### config.mk
export PLATFORM = sky130hd
export DESIGN_NAME = hca_divider
export DESIGN_NICKNAME = d
export VERILOG_FILES = /design/src/hdl/hca_pkg.sv /design/src/hdl/hca_divider.sv
export SDC_FILE = /design/constraint.sdc
export NUM_CORES = 2
export LEC_CHECK = 0
export ABC_AREA = 1
export BUFFER_PORTS_ARGS = -buffer_cell sky130_fd_sc_hd__buf_2
export CORE_MARGIN = 3
export CORE_UTILIZATION = 40
export DETAILED_ROUTE_END_ITERATION = 16
export SLEW_MARGIN = 30
export SYNTH_ARGS = -nofsm -noshare
export SYNTH_HDL_FRONTEND = slang
export SYNTH_SLANG_ARGS = --single-unit
### constraint.sdc
create_clock -name clock -period 2 [get_ports clock]
set_clock_uncertainty 0.05 [all_clocks]
set_input_delay 0.3 -clock clock [delete_from_list [all_inputs] [get_ports clock]]
set_output_delay 0.3 -clock clock [all_outputs]
set_load 0.05 [all_outputs]
### src/hdl/hca_pkg.sv
// Shared types and constants for the HLS color adjust pipeline.
`timescale 1ns / 1ps
`default_nettype none

package hca_pkg;

   localparam int CHANNEL_BITS = 8;
   localparam int CFG_BITS     = 10;
   localparam int CFG_IDX_BITS = 2;
   localparam int LUM_BITS     = 17;   // Q1.16 holding 0..1 inclusive
   localparam int DEN_BITS     = 11;   // up to 6 * 255
   localparam int QUO_BITS     = 17;
   localparam int DIV_STEPS    = 17;
   localparam int HUE_BITS     = 16;

   localparam logic [CFG_IDX_BITS-1:0] CSR_HUE_SHIFT = 2'd0;
   localparam logic [CFG_IDX_BITS-1:0] CSR_LIGHTNESS = 2'd1;
   localparam logic [CFG_IDX_BITS-1:0] CSR_SATURATION = 2'd2;

   localparam logic [16:0] Q_ONE      = 17'd65536;
   localparam logic [16:0] Q_HALF     = 17'd32768;
   localparam logic [16:0] THIRD_TURN = 17'd21845;

   typedef struct packed {
      logic [DEN_BITS-1:0] num;
      logic [DEN_BITS-1:0] den;
   } hca_div_op_type;

   typedef struct packed {
      logic [LUM_BITS-1:0] lum;
      logic                grey;
   } hca_side_type;

endpackage

`default_nettype wire

### src/hdl/hca_divider.sv
// Pipelined restoring divider, one quotient bit per stage, two lanes.
`timescale 1ns / 1ps
`default_nettype none

module hca_divider
   import hca_pkg::*;
(
   input  wire logic                clock,
   input  wire logic                reset,
   input  wire logic                adv,
   input  wire logic                in_valid,
   input  wire hca_div_op_type      sat_op,
   input  wire hca_div_op_type      hue_op,
   input  wire hca_side_type        in_side,
   output logic                     out_valid,
   output logic [QUO_BITS-1:0]      sat_quo,
   output logic [QUO_BITS-1:0]      hue_quo,
   output hca_side_type             out_side
);

   // lane 0 = saturation, lane 1 = hue
   logic [DEN_BITS-1:0] rem_ff [DIV_STEPS][2];
   logic [DEN_BITS-1:0] rem_in [DIV_STEPS][2];
   logic [DEN_BITS-1:0] den_ff [DIV_STEPS][2];
   logic [DEN_BITS-1:0] den_in [DIV_STEPS][2];
   logic [QUO_BITS-1:0] quo_ff [DIV_STEPS][2];
   logic [QUO_BITS-1:0] quo_in [DIV_STEPS][2];
   hca_side_type        side_ff [DIV_STEPS];
   logic                valid_ff [DIV_STEPS];
   logic [DEN_BITS:0]   trial [DIV_STEPS][2];
   logic                ge [DIV_STEPS][2];

   always_comb begin
      for (int k = 0; k < DIV_STEPS; k++) begin
         for (int j = 0; j < 2; j++) begin
            if (k == 0) begin
               // integer bit: no doubling
               trial[k][j]  = (j == 0) ? {1'b0, sat_op.num} : {1'b0, hue_op.num};
               den_in[k][j] = (j == 0) ? sat_op.den : hue_op.den;
            end else begin
               trial[k][j]  = {rem_ff[k-1][j], 1'b0};
               den_in[k][j] = den_ff[k-1][j];
            end
            ge[k][j]     = (trial[k][j] >= {1'b0, den_in[k][j]});
            rem_in[k][j] = ge[k][j] ? DEN_BITS'(trial[k][j] - {1'b0, den_in[k][j]})
                                    : DEN_BITS'(trial[k][j]);
            if (k == 0) quo_in[k][j] = QUO_BITS'(ge[k][j]);
            else quo_in[k][j] = {quo_ff[k-1][j][QUO_BITS-2:0], ge[k][j]};
         end
      end
   end

   always_ff @(posedge clock) begin
      if (reset) begin
         for (int k = 0; k < DIV_STEPS; k++) valid_ff[k] <= 1'b0;
      end else if (adv) begin
         valid_ff[0] <= in_valid;
         for (int k = 1; k < DIV_STEPS; k++) valid_ff[k] <= valid_ff[k-1];
      end
      if (adv) begin
         side_ff[0] <= in_side;
         for (int k = 1; k < DIV_STEPS; k++) side_ff[k] <= side_ff[k-1];
         for (int k = 0; k < DIV_STEPS; k++) begin
            for (int j = 0; j < 2; j++) begin
               rem_ff[k][j] <= rem_in[k][j];
               den_ff[k][j] <= den_in[k][j];
               quo_ff[k][j] <= quo_in[k][j];
            end
         end
      end
   end

   assign out_valid = valid_ff[DIV_STEPS-1];
   assign sat_quo   = quo_ff[DIV_STEPS-1][0];
   assign hue_quo   = quo_ff[DIV_STEPS-1][1];
   assign out_side  = side_ff[DIV_STEPS-1];

endmodule

`default_nettype wire

[After elaboration in Yosys (flattened, before gate mapping)]
Memory sizes are Yosys's and may differ from the RTL's.
Index checks and enable logic that the tools add are counted.
Widths: inputs -> output; s select.
Cells by class
  add/sub/neg operators: 34
  order comparisons: 34
  multiplexer cells: 57
  bitwise logic cells: 17
Operator list (count)
  $ge 12x11->1: 32
  $mux 11: 34
  $sub 11x11->11: 34
  $mux 1: 23
  $ge 11x11->1: 2
  $or 1x1->1: 17
Storage, ports and cells
  bits in registers: 0
  memory bits (writable): 1649
  memories: 5
Memories
  quo_ff: words 17, bits a word 34, rd ports 17, clocked after memory_dff 0, write ports 17, line hca_divider.sv:26  | logic [QUO_BITS-1:0] quo_ff [DIV_STEPS][2];
  den_ff: words 17, bits a word 22, rd ports 16, clocked after memory_dff 0, write ports 17, line hca_divider.sv:24  | logic [DEN_BITS-1:0] den_ff [DIV_STEPS][2];
  rem_ff: words 17, bits a word 22, rd ports 16, clocked after memory_dff 0, write ports 17, line hca_divider.sv:22  | logic [DEN_BITS-1:0] rem_ff [DIV_STEPS][2];
  side_ff: words 17, bits a word 18, rd ports 17, clocked after memory_dff 0, write ports 17, line hca_divider.sv:28  | hca_side_type side_ff [DIV_STEPS];
  valid_ff: words 17, bits a word 1, rd ports 17, clocked after memory_dff 0, write ports 17, line hca_divider.sv:29  | logic valid_ff [DIV_STEPS];

[Depth between registers and ports, before layout]
  depth in word-level cells: 4
  gate-level depth with buffers: 13

[Worst setup path after synthesis]
Ideal clock, no wire load.
  path type: register to register
  from: memory rem_ff[0][11] (netlist bit)
  to: memory rem_ff[1][20] (netlist bit), data pin
  library setup time: 0.253 ns
  data arrival time: 1.557 ns
  required time: 1.697 ns
  setup slack: 0.140 ns
  stages on the path, launching flop included: 9
  clock period less this slack: 1.860 ns
  cells stage by stage: edfxtp_1 -> fa_1 -> nand3_1 -> nand3_1 -> nand3_1 -> nand4_1 -> buf_4 -> nand3_1 -> nand2_1
RTL lines (line)
  start: declaration: hca_divider.sv:22

==> impl_results.md <==
- Overflow after GRT: 0
- Routed length per instance: 14.2 um
- CTS Root Cell: clkbuf_16
- Final setup TNS: -172 ps
- Setup ws final: -41.7 ps
- Relative slew margins: 0.663
- Slew @ Worst Pin: 505 ps
- Pwr Density: 1350 nW/um^2
- Synth unique cells: 25
- Cts bufs inserted: 152
- Die X: 416 um
- Final WL: 144000 um
- Main combinational cell family by area after synthesis: simple AND/OR/NAND/NOR gates
- CP Data Required Time: 2480 ps
- Dpl cells: 9651
- Status: finished with violations
- Leading post-synthesis cells by cell area: edfxtp_1, nand2_1, ha_1
- Complex-gate fraction of the synthesized area: 0.0171
- Number of synthesized flops with an enable pin: 1333
- Final #Nets: 8282
- Detailed Place HPWL: 105000 um
- Later-pin clock latency in the skew report: 800 ps
- Failing checks: setup timing
- CTS tree: built
- Sink Count: 1333
- Port buffer count: 118
- Core ar.: 166000 um^2
- Most frequent cells after synthesis: nand2_1, edfxtp_1, inv_1
- Seq/Total Area, Yosys: 0.596
- Pleak: 38.8 nW
- Fin util: 0.518
- Tightest Hold Check Type: input pin to flip-flop
- Crit-path max FO: 4
- Detailed Route Iter0 Violations: 2699
- Vias in the first global route: 47000
- Die area: 173000 um^2
- Arrival time worst endpoint: 2520 ps
- Synth warnings: 0
- Clk buf depth: 3
- Ys flop type: edfxtp_1
- Remaining antenna violation count: 0
- Starting Density: 0.405
- Critical path's slowest cell: edfxtp_1
- ANT cells: 0
- Post-synthesis mux area share: 0
- Adder-cell share of the synthesized area: 0.0788
- Layout cells sized above 1: 0.244
- GR Util All Layers: 0.161
- Synth Area in Simple Gates: 0.222
- Largest net degree at the start of global routing: 92
- Final Non-Filler Cells: 10100
- Post-Syn Area: 67200 um^2
- Mapped Nets: 7177
- WHS: 117 ps
- Worst IR Drop VDD: 864 uV
- Gpl congestion: 0.880
- Clock Pin Slew Worst Setup and Hold Paths: 70 ps
- Syn_area_per_cell: 10.0 um^2
- CP startpoint kind: flip-flop
- Crit. End Element: flip-flop
- Area Growth Syn to Fin: 27.9%
- Crit path kind: flip-flop to flip-flop
- # rows: 149
- DRT Pass-1 Iters: 7
- H-tree levels: 4
- Fmax: 0.490 GHz
- Die height: 416 um
- #FFs+latches synth: 1333
- Xor/xnor share of the synthesized area: 0.0128
- Worst path max stage delay: 470 ps
- CP cell instances: fa_2 > nand3_2 > nand3_4 > nand3_2 > nand4_1 > buf_2 > nand2_1 > nand2_1
- Remaining DRCs: 0
- Pre-CTS setup slack: -87.1 ps
- Layout fillers: 14600
- Synth area leader: edfxtp_1
- Setup violators final: 8
- Post-route cell area: 85900 um^2
- WP buf/inv: 1
- CP delay by family, top: simple AND/OR/NAND/NOR gates
- Global-route wire length before repair: 230000 um
- Cell count after synthesis: 6707
- Final Hold Fails: 0
- RSZ-0062 raised after global routing: true
- Vias: 47800
- Overall power: 116 mW
- Top-count cell post-synth: nand2_1
- FF-to-FF setup slack: -40 ps
- Antenna violations before repair: 1
- Cell area after placement: 75600 um^2
- Period utilization: 1.02
- Synth async-reset ratio: 0
- Synth top area share: 0.596
- Max-slew violation count: 0
- Final min period: 2040 ps
- Max Cap Violations: 0
- Vias per Instance: 4.71
- I/O pin cnt: 119
[worst register-to-register path: stages (launching register included)]
cell	delay (ps)
edfxtp_1	470
fa_2	430
nand3_2	100
nand3_4	80
nand3_2	70
nand4_1	220
buf_2	230
nand2_1	60
nand2_1	50
[cells by family after synthesis]
| group | Yosys count |
|---|---|
| adder cells (fa/ha/maj) | 404 |
| AO/OA/AOI/OAI | 180 |
| XOR/XNOR | 98 |
| AND/OR/NAND/NOR | 3507 |
| buffers and inverters | 1185 |
| flip-flops | 1333 |
[per-layer routing]
metal  vias up  wire [um]  track usage
met5         -          0            0
met3       268       4330       0.0249
met1     22400      60000        0.189
li1      24400          -            -
met2       687      75400        0.294
met4         0       4370       0.0609
[cells in the final DEF (no fill, tap or decap), drive strengths merged]
cell type / n
nand2: 2115
edfxtp: 1333
inv: 1077
buf: 997
nand3: 860
ha: 372
nor2: 343
clkbuf: 183
a21oi: 168
nand4: 98
xor2: 98
clkinv: 68
dlygate4sd3: 64
nand3b: 62
fa: 32
or2: 31
bufinv: 17
clkinvlp: 10
o21ai: 4
o21a: 2
a21o: 2
a211oi: 2
o211ai: 2
[sequential cells by signal, summed over array words and instances, names as in the netlist]
signal,cells
valid_ff,17
den_ff,352
side_ff,306
quo_ff,306
rem_ff,352
[final timing paths]
path                              start                           end  depth (start not counted)
max          rem_ff[6][0]$_SDFFCE_PN0P_        rem_ff[7][1]$_DFFE_PP_                          8
min                               reset  valid_ff[0][1]$_SDFFCE_PN0P_                          2
max reg2reg  rem_ff[6][0]$_SDFFCE_PN0P_        rem_ff[7][1]$_DFFE_PP_                          8
min reg2reg     quo_ff[9][20]$_DFFE_PP_      quo_ff[10][21]$_DFFE_PP_                          0
[timing repair]
action	4_1_cts	5_1_grt
hold buffers	64	0
pin swaps	3	173
setup buffers	12	109
endpoints found under the setup margin	161	329
endpoints found under the hold margin	68	0
cloned	0	11
gates resized for setup	55	649
[power breakdown]
group          total [mW]  internal (mW)  switching (mW)
clock                28.1           16.5            11.6
combinational        47.0           20.9            26.1
sequential           41.0           37.8            3.23
[final cells by class]
type / count / area (um^2) / share of cell area
Clock buffer: 180 / 3930 / 0.0457
Clock inverter: 102 / 1260 / 0.0146
Inverter: 1070 / 4020 / 0.0467
Multi-Input combinational cell: 4191 / 25500 / 0.297
Sequential cell: 1333 / 40000 / 0.466
Tap cell: 2189 / 2740 / 0.0319
Timing Repair Buffer: 1064 / 8470 / 0.0986
No activity file was read; power rests on OpenSTA's default activity.
