**src/hdl/hca_pkg.sv**
```systemverilog
// Shared types and constants for the HLS color adjust pipeline.
`timescale 1ns / 1ps
`default_nettype none

package hca_pkg;

   localparam int CHANNEL_BITS = 8;
   localparam int CFG_BITS     = 10;
   localparam int CFG_IDX_BITS = 2;
   localparam int LUM_BITS     = 17;   // Q1.16 holding 0..1 inclusive
   localparam int DEN_BITS     = 11;   // up to 6 * 255
   localparam int QUO_BITS     = 17;
   localparam int DIV_STEPS    = 17;
   localparam int HUE_BITS     = 16;

   localparam logic [CFG_IDX_BITS-1:0] CSR_HUE_SHIFT = 2'd0;
   localparam logic [CFG_IDX_BITS-1:0] CSR_LIGHTNESS = 2'd1;
   localparam logic [CFG_IDX_BITS-1:0] CSR_SATURATION = 2'd2;

   localparam logic [16:0] Q_ONE      = 17'd65536;
   localparam logic [16:0] Q_HALF     = 17'd32768;
   localparam logic [16:0] THIRD_TURN = 17'd21845;

   typedef struct packed {
      logic [DEN_BITS-1:0] num;
      logic [DEN_BITS-1:0] den;
   } hca_div_op_type;

   typedef struct packed {
      logic [LUM_BITS-1:0] lum;
      logic                grey;
   } hca_side_type;

endpackage

`default_nettype wire

```
**src/hdl/hca_front.sv**
```systemverilog
// Front end: max/min, sum and difference, divider operands and lightness.
`timescale 1ns / 1ps
`default_nettype none

module hca_front
   import hca_pkg::*;
(
   input  wire logic                    clock,
   input  wire logic                    reset,
   input  wire logic                    adv,
   input  wire logic                    in_valid,
   input  wire logic [CHANNEL_BITS-1:0] red,
   input  wire logic [CHANNEL_BITS-1:0] green,
   input  wire logic [CHANNEL_BITS-1:0] blue,
   output logic                         out_valid,
   output hca_div_op_type               sat_op,
   output hca_div_op_type               hue_op,
   output hca_side_type                 side
);

   // stage 1
   logic                    s1_valid_ff;
   logic [8:0]              s1_sum_ff, s1_sum_in;
   logic [7:0]              s1_d_ff, s1_d_in;
   logic [7:0]              s1_r_ff, s1_g_ff, s1_b_ff;
   logic                    s1_rmax_ff, s1_rmax_in, s1_gmax_ff, s1_gmax_in;
   logic [7:0]              mx, mn;

   always_comb begin
      mx = red;
      mn = red;
      if (green > mx) mx = green;
      if (blue > mx) mx = blue;
      if (green < mn) mn = green;
      if (blue < mn) mn = blue;
      s1_sum_in  = {1'b0, mx} + {1'b0, mn};
      s1_d_in    = mx - mn;
      s1_rmax_in = (mx == red);
      s1_gmax_in = (mx == green);
   end

   always_ff @(posedge clock) begin
      if (reset) begin
         s1_valid_ff <= 1'b0;
      end else if (adv) begin
         s1_valid_ff <= in_valid;
      end
      if (adv) begin
         s1_sum_ff  <= s1_sum_in;
         s1_d_ff    <= s1_d_in;
         s1_r_ff    <= red;
         s1_g_ff    <= green;
         s1_b_ff    <= blue;
         s1_rmax_ff <= s1_rmax_in;
         s1_gmax_ff <= s1_gmax_in;
      end
   end

   // stage 2
   logic                 s2_valid_ff;
   hca_div_op_type       sat_op_ff, sat_op_in, hue_op_ff, hue_op_in;
   hca_side_type         side_ff, side_in;
   logic [15:0]          y;
   logic [31:0]          yprod;
   logic [8:0]           lq;
   logic [16:0]          lrem;
   logic [11:0]          d12, hn12;
   logic [8:0]           den_sat;

   always_comb begin
      // sum*32768/255 = 128*sum + floor(128*sum/255)
      y     = {s1_sum_ff, 7'd0};
      yprod = 32'(y) * 32'd32897;
      lq    = 9'(yprod >> 23);
      lrem  = 17'(y) - 17'(lq) * 17'd255;
      if (lrem >= 17'd255) lq = lq + 9'd1;
      side_in.lum  = 17'(y) + 17'(lq);
      side_in.grey = (s1_d_ff == 8'd0);

      den_sat = (s1_sum_ff <= 9'd255) ? s1_sum_ff : 9'd510 - s1_sum_ff;
      sat_op_in.num = DEN_BITS'(s1_d_ff);
      sat_op_in.den = DEN_BITS'(den_sat);

      d12 = 12'(s1_d_ff);
      if (s1_rmax_ff) begin
         if (s1_g_ff >= s1_b_ff) hn12 = 12'(s1_g_ff) - 12'(s1_b_ff);
         else hn12 = 12'd6 * d12 + 12'(s1_g_ff) - 12'(s1_b_ff);
      end else if (s1_gmax_ff) begin
         hn12 = 12'd2 * d12 + 12'(s1_b_ff) - 12'(s1_r_ff);
      end else begin
         hn12 = 12'd4 * d12 + 12'(s1_r_ff) - 12'(s1_g_ff);
      end
      hue_op_in.num = hn12[DEN_BITS-1:0];
      hue_op_in.den = DEN_BITS'(12'd6 * d12);
   end

   always_ff @(posedge clock) begin
      if (reset) begin
         s2_valid_ff <= 1'b0;
      end else if (adv) begin
         s2_valid_ff <= s1_valid_ff;
      end
      if (adv) begin
         sat_op_ff <= sat_op_in;
         hue_op_ff <= hue_op_in;
         side_ff   <= side_in;
      end
   end

   assign out_valid = s2_valid_ff;
   assign sat_op    = sat_op_ff;
   assign hue_op    = hue_op_ff;
   assign side      = side_ff;

endmodule

`default_nettype wire

```
**config.mk**
```make
export PLATFORM = sky130hd
export DESIGN_NAME = hca_front
export DESIGN_NICKNAME = d
export VERILOG_FILES = /design/src/hdl/hca_pkg.sv /design/src/hdl/hca_front.sv
export SDC_FILE = /design/constraint.sdc
export NUM_CORES = 1
export LEC_CHECK = 0
export BUFFER_PORTS_ARGS = -buffer_cell sky130_fd_sc_hd__buf_2
export CORE_UTILIZATION = 30
export CTS_CLUSTER_DIAMETER = 100
export CTS_CLUSTER_SIZE = 28
export DETAILED_ROUTE_END_ITERATION = 6
export GPL_TIMING_DRIVEN = 0
export PLACE_DENSITY = 0.48
export SYNTH_ARGS = -nofsm -noshare
export SYNTH_HDL_FRONTEND = slang
export SYNTH_SLANG_ARGS = --single-unit
export TNS_END_PERCENT = 30
```
**constraint.sdc**
```tcl
create_clock -name clock -period 15.6 [get_ports clock]
set_clock_uncertainty 0.2 [all_clocks]
set_input_delay 0.78 -clock clock [delete_from_list [all_inputs] [get_ports clock]]
set_output_delay 0.78 -clock clock [all_outputs]
set_load 0.02 [all_outputs]
```
== Word level (Yosys, flattened, before mapping) ==
Cells that the tools add are included.

* Flip-flop bits (word level): 101
* Input port bits: 28
* Output and inout bits: 63

* Add/subtract/negate cells: 13
* Multiply operators: 3
* $lt $le $gt $ge: 7
* Eq/ne operators: 2
* Mux-type cells: 9
* Reduce and logical (&&, ||, !) cells: 1

{| class="wikitable"
|+ Operators by type and width
! kind !! number
|-
| $mux W11 || 3
|-
| $mux W8 || 4
|-
| $mul A9 B16 Y25 const B || 1
|-
| $sub A11 B8 Y11 || 2
|-
| $mux W9 || 2
|-
| $add A16 B9 Y17 || 1
|-
| $ge A17 B8 Y1 const B || 1
|-
| $mul A9 B8 Y17 const B || 1
|-
| $sub A16 B17 Y17 || 1
|-
| $eq A8 B8 Y1 || 2
|-
| $gt A8 B8 Y1 || 2
|-
| $lt A8 B8 Y1 || 2
|-
| $add A10 B8 Y11 || 1
|-
| $add A11 B8 Y11 || 1
|-
| $sub A10 B8 Y11 || 1
|-
| $add A9 B8 Y10 || 1
|-
| $mul A2 B8 Y10 const A || 1
|-
| $add A8 B8 Y9 || 1
|-
| $add A9 B1 Y9 const B || 1
|-
| $le A9 B8 Y1 const B || 1
|-
| $sub A8 B8 Y9 || 1
|-
| $sub A9 B9 Y9 const A || 1
|-
| $ge A8 B8 Y1 || 1
|-
| $logic_not A8 Y1 || 1
|-
| $sub A8 B8 Y8 || 1
|}

== Logic depth before layout (Yosys ltp) ==
* Depth in word-level cells: 6
* Mapped depth: 33
* Mapped depth without buffers: 33

== Least setup slack after synthesis ==
OpenSTA, ideal clock, no wires.

* Kind: register to register
* From: reg s1_sum_ff[1]
* To: reg side_ff (netlist bit side[14]), data pin
* Arrival: 7814 ps
* Required time: 15137 ps
* Path slack: 7323 ps
* Cell stages (with the launch flop): 31
* Clock period less this slack: 8277 ps
* Path through: edfxtp_1 -> ha_1 -> ha_1 -> ha_1 -> nand4_1 -> o21ai_1 -> a31o_2 -> nand2_1 -> xnor2_1 -> inv_1 -> ha_1 -> ha_1 -> fa_1 -> fa_1 -> inv_1 -> fa_1 -> inv_1 -> ha_1 -> clkbuf_1 -> or3_1 -> or3_1 -> a221o_1 -> a2111oi_4 -> o311ai_4 -> o21ai_2 -> o21ai_1 -> ha_1 -> a21oi_1 -> nor3b_1 -> nand3_1 -> xnor2_1

{| class="wikitable"
|+ RTL lines
! item !! RTL line !! text
|-
| from (decl) || hca_front.sv:23 || <nowiki>logic [8:0] s1_sum_ff, s1_sum_in;</nowiki>
|-
| from (signal assigned) || hca_front.sv:49 || <nowiki>s1_sum_ff <= s1_sum_in;</nowiki>
|-
| to (signal assigned) || hca_front.sv:106 || <nowiki>side_ff <= side_in;</nowiki>
|-
| to (decl) || hca_front.sv:62 || <nowiki>hca_side_type side_ff, side_in;</nowiki>
|}

==> flow_summary_export.csv <==
group,metric,value,unit
outcome,status,"finished, final reports clean",
setup_path,crit_path_frequent_cell,"ha_1",
cts,cts_resized,0,
setup_path,cp-start-kind,"flip-flop",
min_path,hold_depth,2,
synthesis,ys.warnings.count,0,
synthesis,synthArstFlopShare,0,%
setup_path,end_kind,"flip-flop",
synthesis,yosysMostFrequentCell,"inv_1",
final_layout,drive_gt1_share,12.7,%
drt,avgRoutedWirePerCell,15.7,µm
global_routing,track_usage,14.9,%
setup_path,worst_path_max_delay_cell,"edfxtp_1",
cts,clk_path_buf_depth,2,
timing,fin_crit,9230,ps
floorplanning,die_area,35600,µm²
setup_path,worstPathArrival,9140,ps
setup_path,r2r_cells,29,
place,place_area,11500,µm²
drt,initialDrtViolationCount,361,
global_routing,grt_pass1_wl,41.1,mm
cts,cts_tree,"done",
timing,setup_viol_count_final,0,
global_routing,use_met3,1.79,%
global_routing,grt_start_max_net_pins,56,
cts,root_buffer,"clkbuf_16",
timing,drv_slew,0,
synthesis,yosys.area.top_type_share,27.5,%
min_path,hp-start,"out_valid",
setup_path,critPathLaunch,"s1_sum_ff[0]",
synthesis,syn_avg_cell_area,9.83,µm²
final_layout,multi_input_area,6670,µm²
floorplanning,die_w,189,µm
drt,wirelength,25.6,mm
global_routing,first_global_vias,7578,
timing,max_freq,108,MHz
place,place.gp.congestion,0.808,
global_routing,antenna_found_initial,0,
drt,viasPerCell,4.61,
cts,cts_num_sinks,98,
timing,timing.setup.tns,0,ps
final_layout,antennaDiodeCount,0,
setup_path,rrSetupSlack,6370,ps
final_layout,fin_area,11800,µm²
global_routing,grt_busiest_layer,"met2",
synthesis,ys_dominant_reg_cell,"edfxtp_1",
setup_path,worstSetupPathType,"reg2reg",
synthesis,yosys-top-cells-count,"inv_1, ha_1, edfxtp_1, a21oi_1",
drt,firstDrtPassIters,7,
setup_path,crit_fanout,10,
timing,finalHoldViolations,0,
setup_path,timing.rr.start,"s1_sum_ff[0]",
synthesis,yosysSeqAreaShare,27.9,%
synthesis,netlist_instances,1065,
synthesis,synth_area,10500,µm²
timing,rsz0062_at_grt,"no",
min_path,holdPathEnd,"out_valid",
cts,clkLatencyLatePin,370,ps
timing,setup_ws,6370,ps
timing,max_slew_margin,56.9,%
floorplanning,start_util,30.4,%
final_layout,seqCellArea,2920,µm²
final_layout,num-fill-cells,3527,
synthesis,synth_edf_count,96,
synthesis,ys_seq_elements,98,
setup_path,path_delay_family,"adder cells",
setup_path,crit_buf_inv,4,
cts,clk_pin_slew,70,ps
place,numPortBuffers,84,
setup_path,critical-path-max-stage-delay,670,ps
timing,worst-slew-pin-transition,647,ps
cts,ctsHoldBuffers,0,
cts,cts_setup_buffers,0,
setup_path,required,15510,ps
setup_path,reg2reg_to,"side[14]",
timing,period_share,59.2,%
cts,cts_made_buffers,9,
synthesis,ys_top_cells_by_area,"edfxtp_1, ha_1, fa_1",
global_routing,grt-ovfl-total,0,
synthesis,ys_types,78,
run,maxCapViolCount,0,
cts,h-tree-depth,3,
drt,drcViolationCount,0,
global_routing,met2_usage,24.1,%
floorplanning,die_h,189,µm
min_path,hp-class,"reg2reg",
timing,hold_ws,299,ps
place,post-place-ws,6320,ps
floorplanning,rows,68,
place,dp_hpwl,21.1,mm
global_routing,grt_use_met1,20.8,%
final_layout,syn_to_final_growth,12.8,%
floorplanning,io_pins,91,
floorplanning,core,34500,µm²
drt,vias,7495,
synthesis,synth_top_cell_by_area,"edfxtp_1",
final_layout,nNetsFinal,1398,
drt,drtAntennaViolNets,0,
-- routing by layer --
metal | share of wire, % | vias to the layer above
met3 | 2.7 | 16
li1 | - | 3828
met1 | 50 | 3538
met5 | 0 | -
met4 | 1.5 | 0
met2 | 46 | 113
-- state kept, by name (all words and copies together) (netlist names) --
register     count
s1_rmax_ff       1
s1_r_ff          8
sat_op          15
s1_gmax_ff       1
hue_op          21
out_valid        1
s1_g_ff          8
s1_sum_ff        9
s1_b_ff          8
side            18
s1_d_ff          7
s1_valid_ff      1
-- logic make-up after synthesis --
family                   share of synthesized area (%)
other                                           0.0358
XOR/XNOR                                          8.26
multiplexers                                      3.65
flip-flops                                        27.9
adder cells (fa/ha/maj)                           28.8
AO/OA/AOI/OAI                                     14.0
AND/OR/NAND/NOR                                   8.74
buffers and inverters                             8.52
-- cell usage in the layout (no fill, tap or decap), types with 11 or more instances in the layout --
cell      Yosys  routed
inv_1       193     193
o21ai_1      11      11
ha_1        142     142
xor2_1       33      33
nor2b_1      13      13
nand2_1      38      38
fa_1         62      62
nor2_1       52      52
nand3_1      13      13
edfxtp_1     96      96
mux2i_1      21      21
o21bai_1     15      15
nand4_1      11      11
clkbuf_1     13      14
a21oi_1      75      75
nor3_1       16      16
o21ai_0      33      33
a31oi_1      11      11
xnor2_1      62      62
a21o_1       19      19
buf_2         1      84
-- layout make-up --
class,count,area share (%)
buffer,25,1.25
tap,455,4.82
timing repair buffer,85,3.82
sequential,98,24.8
clock inverter,6,0.615
clock buffer,10,1.94
inverter,198,6.31
multi-input combinational,749,56.5
-- metrics by stage --
stage,utilization (%),cells
floorplan,-,1070
global placement,33.3,1609
detailed placement,33.4,1610
CTS,34.3,1626
global route,34.3,1626
finish,34.3,1626
-- worst register-to-register path, delay by kind of cell (launching register included) --
family	cells	cell delay [ps]
AOI/OAI and AO/OA	8	1900
buffers and inverters	4	480
adders and majority gates	9	3570
xor gates and xnor gates	2	600
and+or+nand+nor	6	1560
DFF	1	670
-- worst max path at each step --
| stage | cells after the start | to | slack (ps) |
|---|---|---|---|
| finish | 29 | side[14] | 6370 |
| detailed placement | 29 | side[14] | 6320 |
| floorplan | 30 | side[14] | 7320 |
| global placement | 29 | side[14] | 6330 |
| global route | 29 | side[14] | 5780 |
| CTS | 29 | side[14] | 6300 |
Power is not shown: default switching activity piles up to over one toggle a cycle in this logic, so the estimate is an artifact.
