<file path="src/hdl/hca_pkg.sv">
// Shared types and constants for the HLS color adjust pipeline.
`timescale 1ns / 1ps
`default_nettype none

package hca_pkg;

   localparam int CHANNEL_BITS = 8;
   localparam int CFG_BITS     = 10;
   localparam int CFG_IDX_BITS = 2;
   localparam int LUM_BITS     = 17;   // Q1.16 holding 0..1 inclusive
   localparam int DEN_BITS     = 11;   // up to 6 * 255
   localparam int QUO_BITS     = 17;
   localparam int DIV_STEPS    = 17;
   localparam int HUE_BITS     = 16;

   localparam logic [CFG_IDX_BITS-1:0] CSR_HUE_SHIFT = 2'd0;
   localparam logic [CFG_IDX_BITS-1:0] CSR_LIGHTNESS = 2'd1;
   localparam logic [CFG_IDX_BITS-1:0] CSR_SATURATION = 2'd2;

   localparam logic [16:0] Q_ONE      = 17'd65536;
   localparam logic [16:0] Q_HALF     = 17'd32768;
   localparam logic [16:0] THIRD_TURN = 17'd21845;

   typedef struct packed {
      logic [DEN_BITS-1:0] num;
      logic [DEN_BITS-1:0] den;
   } hca_div_op_type;

   typedef struct packed {
      logic [LUM_BITS-1:0] lum;
      logic                grey;
   } hca_side_type;

endpackage

`default_nettype wire

</file>
<file path="src/hdl/hca_back.sv">
// Back end: hue rotation, offsets, HLS to RGB and channel rounding.
`timescale 1ns / 1ps
`default_nettype none

module hca_back
   import hca_pkg::*;
(
   input  wire logic                    clock,
   input  wire logic                    reset,
   input  wire logic                    adv,
   input  wire logic                    in_valid,
   input  wire logic [QUO_BITS-1:0]     sat_quo,
   input  wire logic [QUO_BITS-1:0]     hue_quo,
   input  wire hca_side_type            side,
   input  wire logic [HUE_BITS-1:0]     hue_shift,
   input  wire logic [CFG_BITS-1:0]     light_ofs,
   input  wire logic [CFG_BITS-1:0]     sat_ofs,
   output logic                         out_valid,
   output logic [CHANNEL_BITS-1:0]      red,
   output logic [CHANNEL_BITS-1:0]      green,
   output logic [CHANNEL_BITS-1:0]      blue
);

   localparam logic [1:0] SEL_RAMP = 2'd0;
   localparam logic [1:0] SEL_Q    = 2'd1;
   localparam logic [1:0] SEL_P    = 2'd2;

   logic [5:0] vld_ff;

   always_ff @(posedge clock) begin
      if (reset) vld_ff <= '0;
      else if (adv) vld_ff <= {vld_ff[4:0], in_valid};
   end

   // E: rotate hue, apply offsets
   logic [HUE_BITS-1:0] e_h_ff, e_h_in;
   logic [16:0]         e_l_ff, e_l_in, e_s_ff, e_s_in;
   logic signed [18:0]  lsum, ssum;
   logic [16:0]         sat_v, hue_v;

   function automatic logic [16:0] clamp_unit(input logic signed [18:0] v);
      logic [16:0] r;
      if (v < 0) r = '0;
      else if (v > $signed({2'b0, Q_ONE})) r = Q_ONE;
      else r = v[16:0];
      return r;
   endfunction

   always_comb begin
      sat_v  = side.grey ? '0 : sat_quo;
      hue_v  = side.grey ? '0 : hue_quo;
      e_h_in = HUE_BITS'(hue_v) + hue_shift;
      lsum   = $signed({2'b0, side.lum}) + ($signed(19'(signed'(light_ofs))) <<< 8);
      ssum   = $signed({2'b0, sat_v}) + ($signed(19'(signed'(sat_ofs))) <<< 8);
      e_l_in = clamp_unit(lsum);
      e_s_in = clamp_unit(ssum);
   end

   // F: lightness/saturation product
   logic [34:0]         f_prod_ff, f_prod_in;
   logic [16:0]         f_l_ff, f_s_ff;
   logic [HUE_BITS-1:0] f_h_ff;
   logic                f_low_ff, f_low_in;
   logic [17:0]         f_b;

   always_comb begin
      f_low_in  = (e_l_ff < Q_HALF);
      f_b       = f_low_in ? 18'(Q_ONE) + 18'(e_s_ff) : 18'(e_s_ff);
      f_prod_in = 35'(e_l_ff) * 35'(f_b);
   end

   // G: q, p and segment selection per channel
   logic [16:0]         g_diff_ff, g_diff_in, g_p_ff, g_p_in, g_q_ff, g_q_in, g_l_ff;
   logic                g_grey_ff;
   logic [16:0]         g_m_ff [3];
   logic [16:0]         g_m_in [3];
   logic [1:0]          g_sel_ff [3];
   logic [1:0]          g_sel_in [3];
   logic [18:0]         ph, q19;
   logic signed [19:0]  p20;
   logic [16:0]         t [3];
   logic [19:0]         t6 [3];

   always_comb begin
      ph  = 19'(f_prod_ff >> 16);
      q19 = f_low_ff ? ph : 19'(f_l_ff) + 19'(f_s_ff) - ph;
      g_q_in = q19[16:0];
      p20 = $signed({2'b0, f_l_ff, 1'b0}) - $signed({3'b0, g_q_in});
      g_p_in = (p20 < 0) ? '0 : p20[16:0];
      g_diff_in = g_q_in - g_p_in;

      t[0] = 17'(f_h_ff) + THIRD_TURN;
      if (t[0] > Q_ONE) t[0] = t[0] - Q_ONE;
      t[1] = 17'(f_h_ff);
      if (17'(f_h_ff) < THIRD_TURN) t[2] = 17'(f_h_ff) + Q_ONE - THIRD_TURN;
      else t[2] = 17'(f_h_ff) - THIRD_TURN;

      for (int c = 0; c < 3; c++) begin
         t6[c] = 20'(t[c]) * 20'd6;
         g_m_in[c] = '0;
         if (t6[c] < 20'(Q_ONE)) begin
            g_sel_in[c] = SEL_RAMP;
            g_m_in[c]   = t6[c][16:0];
         end else if ({t[c], 1'b0} < {1'b0, Q_ONE}) begin
            g_sel_in[c] = SEL_Q;
         end else if (19'(t[c]) * 19'd3 < 19'd131072) begin
            g_sel_in[c] = SEL_RAMP;
            g_m_in[c]   = 17'(20'd262144 - t6[c]);
         end else begin
            g_sel_in[c] = SEL_P;
         end
      end
   end

   // H: ramp products
   logic [33:0] h_prod_ff [3];
   logic [1:0]  h_sel_ff [3];
   logic [16:0] h_p_ff, h_q_ff, h_l_ff;
   logic        h_grey_ff;

   // I: channel value
   logic [17:0] i_v_ff [3];
   logic [17:0] i_v_in [3];

   always_comb begin
      for (int c = 0; c < 3; c++) begin
         unique case (h_sel_ff[c])
            SEL_RAMP: i_v_in[c] = 18'(h_p_ff) + 18'(h_prod_ff[c] >> 16);
            SEL_Q:    i_v_in[c] = 18'(h_q_ff);
            default:  i_v_in[c] = 18'(h_p_ff);
         endcase
         if (h_grey_ff) i_v_in[c] = 18'(h_l_ff);
      end
   end

   // J: round to channel
   logic [CHANNEL_BITS-1:0] j_c_ff [3];
   logic [CHANNEL_BITS-1:0] j_c_in [3];
   logic [25:0]             scaled [3];

   always_comb begin
      for (int c = 0; c < 3; c++) begin
         scaled[c] = ({i_v_ff[c], 8'd0} - 26'(i_v_ff[c]) + 26'd32768) >> 16;
         j_c_in[c] = (scaled[c] > 26'd255) ? 8'd255 : scaled[c][CHANNEL_BITS-1:0];
      end
   end

   always_ff @(posedge clock) begin
      if (adv) begin
         e_h_ff    <= e_h_in;
         e_l_ff    <= e_l_in;
         e_s_ff    <= e_s_in;
         f_prod_ff <= f_prod_in;
         f_l_ff    <= e_l_ff;
         f_s_ff    <= e_s_ff;
         f_h_ff    <= e_h_ff;
         f_low_ff  <= f_low_in;
         g_diff_ff <= g_diff_in;
         g_p_ff    <= g_p_in;
         g_q_ff    <= g_q_in;
         g_l_ff    <= f_l_ff;
         g_grey_ff <= (f_s_ff == '0);
         h_p_ff    <= g_p_ff;
         h_q_ff    <= g_q_ff;
         h_l_ff    <= g_l_ff;
         h_grey_ff <= g_grey_ff;
         for (int c = 0; c < 3; c++) begin
            g_m_ff[c]    <= g_m_in[c];
            g_sel_ff[c]  <= g_sel_in[c];
            h_prod_ff[c] <= 34'(g_diff_ff) * 34'(g_m_ff[c]);
            h_sel_ff[c]  <= g_sel_ff[c];
            i_v_ff[c]    <= i_v_in[c];
            j_c_ff[c]    <= j_c_in[c];
         end
      end
   end

   assign out_valid = vld_ff[5];
   assign red       = j_c_ff[0];
   assign green     = j_c_ff[1];
   assign blue      = j_c_ff[2];

endmodule

`default_nettype wire

</file>
<file path="config.mk">
export PLATFORM = sky130hd
export DESIGN_NAME = hca_back
export DESIGN_NICKNAME = d
export VERILOG_FILES = /design/src/hdl/hca_pkg.sv /design/src/hdl/hca_back.sv
export SDC_FILE = /design/constraint.sdc
export NUM_CORES = 2
export LEC_CHECK = 0
export ABC_AREA = 1
export BUFFER_PORTS_ARGS = -buffer_cell sky130_fd_sc_hd__clkbuf_2
export CAP_MARGIN = 25
export CORE_ASPECT_RATIO = 0.6
export CORE_MARGIN = 2
export CORE_UTILIZATION = 50
export DETAILED_ROUTE_END_ITERATION = 10
export PLACE_DENSITY = 0.66
export SYNTH_ARGS = -nofsm -noshare
export SYNTH_HDL_FRONTEND = slang
export SYNTH_SLANG_ARGS = --single-unit
</file>
<file path="constraint.sdc">
create_clock -name clock -period 7.7 [get_ports clock]
set_clock_uncertainty 0.1 [all_clocks]
set_input_delay 0 -clock clock [delete_from_list [all_inputs] [get_ports clock]]
set_output_delay 0 -clock clock [all_outputs]
set_load 0.05 [all_outputs]
</file>
Yosys cells after proc, flatten, opt, wreduce, memory -nomap -nowiden
Memories as Yosys holds them, arrays and structs flattened.
Cells that the tools add are included.
{ "word_totals": {"ff_bits": 261, "ram_bits": 243, "in_bits": 92, "output_inout_bits": 25, "word_cells": 128, "mem_count": 6} }
{ "op_classes": {"n_addsub": 25, "mul": 10, "n_lt_le_gt_ge": 20, "eq_ne": 3, "n_mux": 38, "reduce_logical": 6} }
{ "mem_list": {"columns": ["memory", "depth", "width", "read_ports", "rd_clocked_by_memory_dff", "write_ports", "line_no", "rtl"], "rows": [
  ["h_prod_ff", 3, 34, 3, 0, 3, "hca_back.sv:116", "logic [33:0] h_prod_ff [3];"],
  ["i_v_ff", 3, 18, 3, 0, 3, "hca_back.sv:122", "logic [17:0] i_v_ff [3];"],
  ["g_m_ff", 3, 17, 3, 0, 3, "hca_back.sv:75", "logic [16:0] g_m_ff [3];"],
  ["j_c_ff", 3, 8, 3, 0, 3, "hca_back.sv:137", "logic [CHANNEL_BITS-1:0] j_c_ff [3];"],
  ["g_sel_ff", 3, 2, 3, 0, 3, "hca_back.sv:77", "logic [1:0] g_sel_ff [3];"],
  ["h_sel_ff", 3, 2, 3, 0, 3, "hca_back.sv:117", "logic [1:0] h_sel_ff [3];"]
]} }
{ "ops": {"columns": ["operator", "n"], "rows": [
  ["2-to-1 mux 17 bit", 16],
  ["one-hot mux 18 bit (2 select lines)", 3],
  ["multiplier 17 x 17 -> 34 bit", 3],
  ["adder 26 x 16 -> 26 bit, second input constant", 3],
  ["subtractor 26 x 18 -> 26 bit", 3],
  ["multiplier 17 x 2 -> 19 bit, second input constant", 4],
  ["2-to-1 mux 18 bit", 4],
  ["< comparator 19 x 1 -> 1 bit, second input constant", 3],
  ["adder 17 x 18 -> 18 bit", 3],
  ["subtractor 1 x 17 -> 17 bit, first input constant", 3],
  ["< comparator 20 x 17 -> 1 bit, second input constant", 2],
  ["adder 18 x 18 -> 19 bit", 2],
  ["greater-than comparator 19 x 18 -> 1 bit, second input constant", 2],
  ["< comparator 19 x 18 -> 1 bit, second input constant", 2],
  ["< comparator 18 x 17 -> 1 bit, second input constant", 2],
  ["multiplier 16 x 2 -> 18 bit, second input constant", 2],
  ["subtractor 17 bit", 2],
  ["multiplier 17 x 18 -> 33 bit", 1],
  ["greater-than comparator 10 x 8 -> 1 bit, second input constant", 3],
  ["2-to-1 mux 8 bit", 3],
  ["< comparator 19 x 17 -> 1 bit, second input constant", 1],
  ["subtractor 18 x 17 -> 19 bit", 1],
  ["adder 17 x 17 -> 18 bit, first input constant", 1],
  ["< comparator 18 bit, second input constant", 1],
  ["18 further kinds", 32]
]} }

Depth between registers and ports, before layout
{ "logic_depth": {"depth_word": 8, "ltp_mapped": 42, "ltp_nobuf": 42} }

Least setup slack after synthesis
OpenSTA, ideal clock, no wires.
{ "synth_path": {"kind": "register to register", "startpoint": "register e_l_ff[15]", "endpoint": "register f_prod_ff[31], data pin", "arrival_ns": 5.878, "required_time_ns": 7.342, "path_slack_ns": 1.464, "path_stages_with_launch": 25, "n_path_buf": 3, "period_less_slack_ns": 6.236, "path_cell_list": "edfxtp_1 > clkbuf_1 > nor2_1 > ha_1 > clkbuf_1 > clkbuf_1 > nand2_1 > fa_1 > inv_1 > fa_1 > inv_1 > fa_1 > fa_1 > fa_1 > inv_1 > fa_1 > ha_1 > a21oi_1 > o21a_1 > inv_1 > a21oi_1 > inv_1 > a221oi_1 > nand2_1 > xor2_1"} }
{ "synth_via": {"elab_chain_len": 3} }
{ "synth_lines": {"columns": ["element", "line_no", "rtl"], "rows": [
  ["start, declared", "hca_back.sv:37", "logic [16:0] e_l_ff, e_l_in, e_s_ff, e_s_in;"],
  ["start signal, assigned", "hca_back.sv:151", "e_l_ff <= e_l_in;"],
  ["< comparator 17 x 16 -> 1 bit", "hca_back.sv:67", "f_low_in = (e_l_ff < Q_HALF);"],
  ["net f_low_in", "hca_back.sv:63", "logic f_low_ff, f_low_in;"],
  ["2-to-1 mux 18 bit", "hca_back.sv:68", "f_b = f_low_in ? 18'(Q_ONE) + 18'(e_s_ff) : 18'(e_s_ff);"],
  ["multiplier 17 x 18 -> 33 bit", "hca_back.sv:69", "f_prod_in = 35'(e_l_ff) * 35'(f_b);"],
  ["net f_prod_in[31]", "hca_back.sv:60", "logic [34:0] f_prod_ff, f_prod_in;"],
  ["end signal, assigned", "hca_back.sv:153", "f_prod_ff <= f_prod_in;"],
  ["end, declared", "hca_back.sv:60", null]
]} }
The timed path passes the listed nets, and every way through them passes these cells.
A chain may end at the register's enable or synchronous reset.

Worst setup path in the final report
{ "layout_path": {"startpoint": "register e_l_ff[2]", "endpoint": "register f_prod_ff[24], data pin"} }
{ "layout_via": {"elab_chain_len": 3} }
{ "layout_lines": {"columns": ["element", "line_no"], "rows": [
  ["< comparator 17 x 16 -> 1 bit", "hca_back.sv:67"],
  ["2-to-1 mux 18 bit", "hca_back.sv:68"],
  ["multiplier 17 x 18 -> 33 bit *", "hca_back.sv:69"],
  ["net f_prod_in[24]", "hca_back.sv:60"]
]} }
Mark *: on every way through the listed nets, which the timed path passes. The rest lies on a longest branch.

==> reports/qor.yml <==
r2r-start: "e_l_ff[2]$_SDFFCE_PP0P_"
drc: 0
ys_ff_latch: 437
grt_pass1_wl_mm: 317
worstSetupStartpointType: "register"
endpoint_kind: "register"
synth_cell_types: 73
synth_top_area_share_pct: 26.4
start_util_pct: 50.2
final_core_util_pct: 54.1
synth_nets: 9911
core_area_mm2: 0.134
rr_worst_depth: 20
ys_seq_area_share_pct: 19.5
min_period_ns: 6.96
grt_pass1_vias: 54800
fmax_ghz: 0.144
post_drt_wl_per_cell_um: 19.9
path_common_cell: "fa_1"
synthTopCellsByArea: "fa_1 (26%), edfxtp_1 (19%), ha_1 (14%)"
htree_levels: 2
whs_ns: 0.0319
clockBufferDepth: 3
post_cts_buffers: 0
r2r-end: "f_prod_ff[24]$_DFFE_PP_"
num_vias: 54400
root_buffer: "clkbuf_16"
synth_area_leader_cell: "fa_1"
maxCapViolCount: 0
critPathKind: "reg2reg"
final_cell_area_mm2: 0.0723
min_to: "e_h_ff[4]$_DFFE_PP_"
hold_class: "in2reg"
hold_start: "hue_quo[3]"
reg2reg_setup_slack_ns: 0.74
synth_edf_count: 431
async_flop_share_pct: 0
routed_via_density: 5.38
cts_tree: "built"
yosys_warnings: 0
hold_viol: 0
numClockSinks: 437
io_pins: 117
critPathRequiredTime_ns: 7.96
cts_buffers: 43
path_cells: "nand2_1 -> fa_1 -> inv_1 -> fa_1 -> inv_1 -> fa_1 -> inv_1 -> fa_1 -> inv_1 -> fa_1 -> inv_1 -> fa_1 -> ha_1 -> a21oi_1 -> o21ai_0 -> a21oi_1 -> o21ai_0 -> a21boi_0 -> o21ai_0 -> xor2_1"
grt_max_degree: 167
clk-insertion-delay-late_ns: 0.64
setup_tns_ns: 0
setup_violations: 0
final_nets: 9987
crit_arrival_ns: 7.22
antenna_found_initial: 2
hpwl_mm: 163
placed_area_mm2: 0.0697
status: "finished, final reports clean"
period_share_pct: 90.4
gp_congestion: 1.02
crit_slowest_cell: "edfxtp_1"
die_x_um: 477
slew_viol_final: 0
area_delta_synth_final_pct: 7.67
grt_use_total_pct: 29.9
worst_pin_slew_ns: 1.19
grt_overflow: 0
dr.pass1.iters: 9
final_cell_mix: "nand2_1 (2028), inv_1 (1979), fa_1 (884), ha_1 (739), edfxtp_1 (431)"
avgSynthCellArea_um2: 8.19
rsz0062_at_grt: "false"
dieArea_mm2: 0.137
chipHeight_um: 288
rows: 104
cts_resized: 0
synthCells: 8196
io_buffers: 115
cpPeakStageDelay_ns: 1.09
clk_pin_slew_ns: 0.07
synthFlopType: "edfxtp_1"
slew_headroom_pct: 19.6
final_common_cell: "nand2_1"
path_max_fanout: 19
routed_wl_mm: 201
netlist_area_mm2: 0.0671
drt_iter0_drc: 5730
antenna_left: 0
drive_above_1_share_pct: 5.11
hold_path_depth: 7
[synth_stat cells (20+ instances only)]
| cell type | instances |
|---|---|
| nor2_1 | 329 |
| nand2_1 | 2028 |
| a21oi_1 | 383 |
| fa_1 | 884 |
| nand2_2 | 23 |
| xor2_1 | 174 |
| buf_1 | 24 |
| xnor2_1 | 77 |
| clkbuf_1 | 247 |
| inv_1 | 1979 |
| a21o_1 | 20 |
| nand3_1 | 201 |
| or2_2 | 20 |
| o21ai_0 | 179 |
| nand4_1 | 61 |
| ha_1 | 739 |
| edfxtp_1 | 431 |
| o221ai_1 | 39 |
| o21ai_1 | 23 |
| nor3_1 | 44 |
[how the worst max path moves through the flow]
stage                                  start                    endpoint  slack, ns  depth (start not counted)
global placement      g_diff_ff[7]$_DFFE_PP_  h_prod_ff[0][98]$_DFFE_PP_       0.97                         20
finish               e_l_ff[2]$_SDFFCE_PP0P_     f_prod_ff[24]$_DFFE_PP_       0.74                         20
CTS                  e_l_ff[2]$_SDFFCE_PP0P_     f_prod_ff[28]$_DFFE_PP_       0.81                         20
global route             f_l_ff[3]$_DFFE_PP_     g_diff_ff[13]$_DFFE_PP_       0.20                         37
floorplan           e_l_ff[15]$_SDFFCE_PP0P_     f_prod_ff[31]$_DFFE_PP_       1.46                         24
detailed placement    g_diff_ff[7]$_DFFE_PP_  h_prod_ff[0][98]$_DFFE_PP_       0.88                         20
[timing repair]
item	4_1_cts	5_1_grt
endpoints found under the hold margin	135	0
endpoints found under the setup margin	0	0
hold buffers	102	0
[final cells by class]
type / count / area, um^2
fill: 12400 / 61400
multi-input combinational: 5477 / 45400
sequential: 437 / 13100
inverter: 2000 / 7510
timing repair buffer: 313 / 2520
tap: 1802 / 2250
clock buffer: 48 / 1090
clock inverter: 29 / 390
antenna: 2 / 5.00
[metal layers]
layer / global-route usage (%) / wire (um)
met5: 1.23 / 241
met4: 6.24 / 4260
met3: 9.15 / 25000
met2: 41.5 / 78000
met1: 45.3 / 93300
[kinds of logic (layout without fill, tap and decap cells)]
family | Yosys count | count (layout) | synth area share, %
DFF | 437 | 437 | 19.5
and+or+nand+nor | 2789 | 2789 | 17.0
adders and majority gates | 1623 | 1623 | 40.1
xor gates and xnor gates | 256 | 256 | 3.40
AOI/OAI and AO/OA | 808 | 808 | 7.13
other | 1 | 3 | 0.00559
buffers and inverters | 2282 | 2390 | 12.9
[critical path: cells and delay by family, from the launching register on]
kind	cells	cell delay, ns
AOI/OAI and AO/OA	6	1.27
xor gates and xnor gates	1	0.17
adders and majority gates	7	3.52
buffers and inverters	5	0.33
DFF	1	1.09
and+or+nand+nor	1	0.21
[state kept, by name, summed over array words and instances (netlist names), 17 cells and up]
register,cells
e_l_ff,17
e_s_ff,17
f_l_ff,17
f_prod_ff,17
f_s_ff,17
g_diff_ff,17
g_l_ff,17
g_m_ff,48
g_p_ff,17
g_q_ff,17
h_l_ff,17
h_p_ff,17
h_prod_ff,54
h_q_ff,17
i_v_ff,54
j_c_ff,24
[stage by stage]
step | std cells | setup WS, ns
after global routing | 10100 | 0.202
after detailed placement | 9924 | 0.881
after floorplan | 8196 | 1.46
after global placement | 9924 | 0.967
after CTS | 10100 | 0.811
final | 10100 | 0.740
Power is not shown: default switching activity piles up to over one toggle a cycle in this logic, so the estimate is an artifact.
